`config.mk`:
```
export PLATFORM = sky130hd
export DESIGN_NAME = scba_classify
export DESIGN_NICKNAME = d
export VERILOG_FILES = /design/src/design/scba_pkg.sv /design/src/design/scba_classify.sv
export SDC_FILE = /design/constraint.sdc
export NUM_CORES = 1
export LEC_CHECK = 0
export ABC_CLOCK_PERIOD_IN_PS = 1900
export BUFFER_PORTS_ARGS = -buffer_cell sky130_fd_sc_hd__buf_2
export CAP_MARGIN = 20
export CELL_PAD_IN_SITES_DETAIL_PLACEMENT = 1
export CELL_PAD_IN_SITES_GLOBAL_PLACEMENT = 1
export CORE_AREA = 2 2 39 41
export DETAILED_ROUTE_END_ITERATION = 8
export DIE_AREA = 0 0 41 43
export GPL_TIMING_DRIVEN = 0
export PLACE_DENSITY = 0.61
export SYNTH_ARGS = -nofsm -noshare
export SYNTH_HDL_FRONTEND = slang
export SYNTH_SLANG_ARGS = --single-unit
```
`constraint.sdc`:
```
create_clock -name vclk -period 1.9
set_input_delay 0.19 -clock vclk [all_inputs]
set_output_delay 0.19 -clock vclk [all_outputs]
set_load 0.01 [all_outputs]
```
`src/design/scba_pkg.sv`:
```
// Shared types and codes for the size-class block allocator.
package scba_pkg;

   localparam int IDX_W  = 10;
   localparam int CLS_W  = 3;
   localparam int SIZE_W = 16;

   // Largest request served by each pooled class.
   localparam int SMALL_MAX_WORDS  = 2;
   localparam int MEDIUM_MAX_WORDS = 8;
   localparam int LARGE_MAX_WORDS  = 64;
   localparam int POOLED_CLASSES   = 3;

   localparam logic [CLS_W-1:0] CLS_SENTINEL  = 3'd0;
   localparam logic [CLS_W-1:0] CLS_SMALL     = 3'd1;
   localparam logic [CLS_W-1:0] CLS_MEDIUM    = 3'd2;
   localparam logic [CLS_W-1:0] CLS_LARGE     = 3'd3;
   localparam logic [CLS_W-1:0] CLS_OVERSIZED = 3'd4;

   localparam logic ACT_ALLOC = 1'b0;
   localparam logic ACT_FREE  = 1'b1;

   typedef enum logic [2:0] {
      ST_ALLOC     = 3'd0,
      ST_SENTINEL  = 3'd1,
      ST_HEAP      = 3'd2,
      ST_EXHAUSTED = 3'd3,
      ST_FREED     = 3'd4
   } status_type;

   typedef enum logic {
      S_IDLE,
      S_POP
   } state_type;

   typedef struct packed {
      logic                     action;
      logic signed [SIZE_W-1:0] request_size;
      logic [CLS_W-1:0]         free_class;
      logic [IDX_W-1:0]         free_index;
   } req_word_type;

   typedef struct packed {
      status_type       status;
      logic [CLS_W-1:0] block_class;
      logic [IDX_W-1:0] block_index;
   } rsp_word_type;

   // Outcome of sorting an allocate request by size.
   typedef struct packed {
      logic             pooled;
      status_type       status;
      logic [CLS_W-1:0] block_class;
   } alloc_decode_type;

endpackage

```
`src/design/scba_classify.sv`:
```
// Sorts an allocate request into the sentinel, a pooled class or the heap.
module scba_classify import scba_pkg::*;
   #(parameter int CLASS_COUNT = 3)
   (input  logic signed [SIZE_W-1:0] request_size,
    output alloc_decode_type         decode);

   logic [CLS_W-1:0] size_class;

   always_comb begin
      if (request_size <= SIZE_W'(SMALL_MAX_WORDS)) begin
         size_class = CLS_SMALL;
      end else if (request_size <= SIZE_W'(MEDIUM_MAX_WORDS)) begin
         size_class = CLS_MEDIUM;
      end else if (request_size <= SIZE_W'(LARGE_MAX_WORDS)) begin
         size_class = CLS_LARGE;
      end else begin
         size_class = CLS_OVERSIZED;
      end

      if (request_size <= $signed(SIZE_W'(0))) begin
         decode.pooled      = 1'b0;
         decode.status      = ST_SENTINEL;
         decode.block_class = CLS_SENTINEL;
      end else if (size_class == CLS_OVERSIZED || 32'(size_class) > 32'(CLASS_COUNT)) begin
         decode.pooled      = 1'b0;
         decode.status      = ST_HEAP;
         decode.block_class = CLS_OVERSIZED;
      end else begin
         decode.pooled      = 1'b1;
         decode.status      = ST_ALLOC;
         decode.block_class = size_class;
      end
   end

endmodule

```
==> metrics.yaml <==
timing:
  tns_ns: 0
  setup_violations: 0
  period_needed_ns: 1.519
  fmax_mhz: 658.3
  hold_viol: 0
  holdWs_ns: 0.6953
  slew_viol_final: 0
  rsz0062_at_grt: "no"
  post-route-period-util: 0.7995
power:
  combPwrFrac: 1.000
  internal-power_w: 0.00001994
  vdd_drop_max_uv: 30.99
  total_power_w: 0.00003759
  p_sw_w: 0.00001765
  seqPwrFrac: 0
  power_leakage_nw: 0.1262
  clkPwrFrac: 0
  netSwitchingFraction: 0.4696
  power.density_nw_per_um2: 146.6
drt:
  drc_errors: 0
  viasPerCell: 4.119
  drt-pass1-iter-count: 3
  detail-route-antenna-nets: 0
  finalWirelength_microns: 519
  routedWlPerCell_microns: 8.797
  drt_iter0_drc: 1
  vias: 243
die:
  fp.dieH_microns: 43
  coreArea_sq_um: 1384
  die_x_microns: 41
  rows: 14
  start_util: 0.09132
  io-pin-count: 23
  die_area_sq_um: 1763
setup_path:
  cp_top_family: "simple AND/OR/NAND/NOR gates"
  cp_slowest_stage_delay_ns: 0.36
  worstPathMaxFanout: 5
  crit_buf_inv: 2
  cp-end-kind: "output port"
  cp.arrival_ns: 1.33
  path_cells: "buf_2 -> nor4_1 -> nand2_1 -> a21o_1 -> a211oi_1 -> buf_2"
  crit_slowest_cell: "nor4_1"
  crit_top_cell: "buf_2"
  required_ns: 1.71
  start_kind: "input port"
  crit_type: "input port to output port"
final_layout:
  seq_cells: 0
  regArea_sq_um: 0
  final_util: 0.1854
  syn_to_final_growth_pct: 103.0
  fin_nets: 61
  finalInstanceArea_sq_um: 256.5
  antenna_cells: 0
  nClkBuffers: 0
  layout-drive-gt1-share: 0.5814
clocking:
  ctsResizeCount: 0
  post_cts_buffers: 0
  holdBufCountCts: 0
global_routing:
  antenna_found_initial: 0
  overflow: 0
  grt_pass1_wl_microns: 772
  grt_pass1_vias: 215
  grt_usage: 0.05694
  grt_max_degree: 7
synthesis:
  synth_warnings: 0
  netlist.area_leader.share: 0.1188
  synth_fp_nets: 37
  syn_area_sq_um: 126.4
  synthTopCellsByArea: "a211oi_1 12%, nor2b_1 9.9%, nor4_1 9.9%"
  syn_area_per_cell_sq_um: 6.018
  yosysUniqueCellTypes: 14
  synth_seq_area_share: 0
  yosysTopAreaCell: "a211oi_1"
  synthCells: 21
place:
  hpwl_microns: 487.1
  portBuffers: 22
  placed_area_sq_um: 256.5
  gp_congestion: 0.5525
worst_hold_path:
  hp-class: "input port to output port"
status:
  status: "complete, no violations"
flow_run:
  maxCapViolations: 0
[per-stage QoR]
step	std cells	setup WS [ns]
CTS	59	0.3416
floorplan	21	0.5775
global route	59	0.1756
detailed placement	59	0.3355
finish	59	0.3809
global placement	59	0.3183
[cell usage in the layout (no fill, tap or decap), drive strengths merged]
| cell | n |
|---|---|
| a21o | 1 |
| a31o | 1 |
| a211oi | 2 |
| nand2 | 2 |
| nor4 | 3 |
| or3 | 1 |
| nor2 | 2 |
| conb | 1 |
| o21ai | 1 |
| nor3 | 2 |
| buf | 23 |
| a21oi | 2 |
| nor2b | 2 |
[logic make-up after synthesis]
family / count (synthesis) / share of synthesized area
AOI/OAI and AO/OA: 7 / 0.3663
buffers and inverters: 1 / 0.05943
other: 1 / 0.02967
and+or+nand+nor: 12 / 0.5446
[final timing paths]
kind             start  cells after the start  slack, ns        end
min   request_size[15]                      3       0.70  decode[4]
max   request_size[14]                      6       0.38  decode[1]
[metal layers]
| metal | wire, microns | track usage | share of wire |
|---|---|---|---|
| met1 | 177 | 0.06013 | 0.34 |
| met5 | 0 | 0 | 0 |
| met3 | 56 | 0.005236 | 0.11 |
| met2 | 285 | 0.1156 | 0.55 |
| met4 | 0 | 0 | 0 |
[power groups by stage]
stage                     combinational [W]  sequential, W  clock [W]
after floorplan                   0.0000123              0          0
after global placement            0.0000373              0          0
after detailed placement          0.0000380              0          0
after CTS                         0.0000382              0          0
after global routing              0.0000418              0          0
final                             0.0000376              0          0
[cell type report]
type                            instances  area (sq um)
Fill cell                             188          1127
Multi-Input combinational cell         20         118.9
Timing Repair Buffer                   22         110.1
Tap cell                               16         20.02
Buffer                                  1         7.507
(Power assumes the default switching activity.)
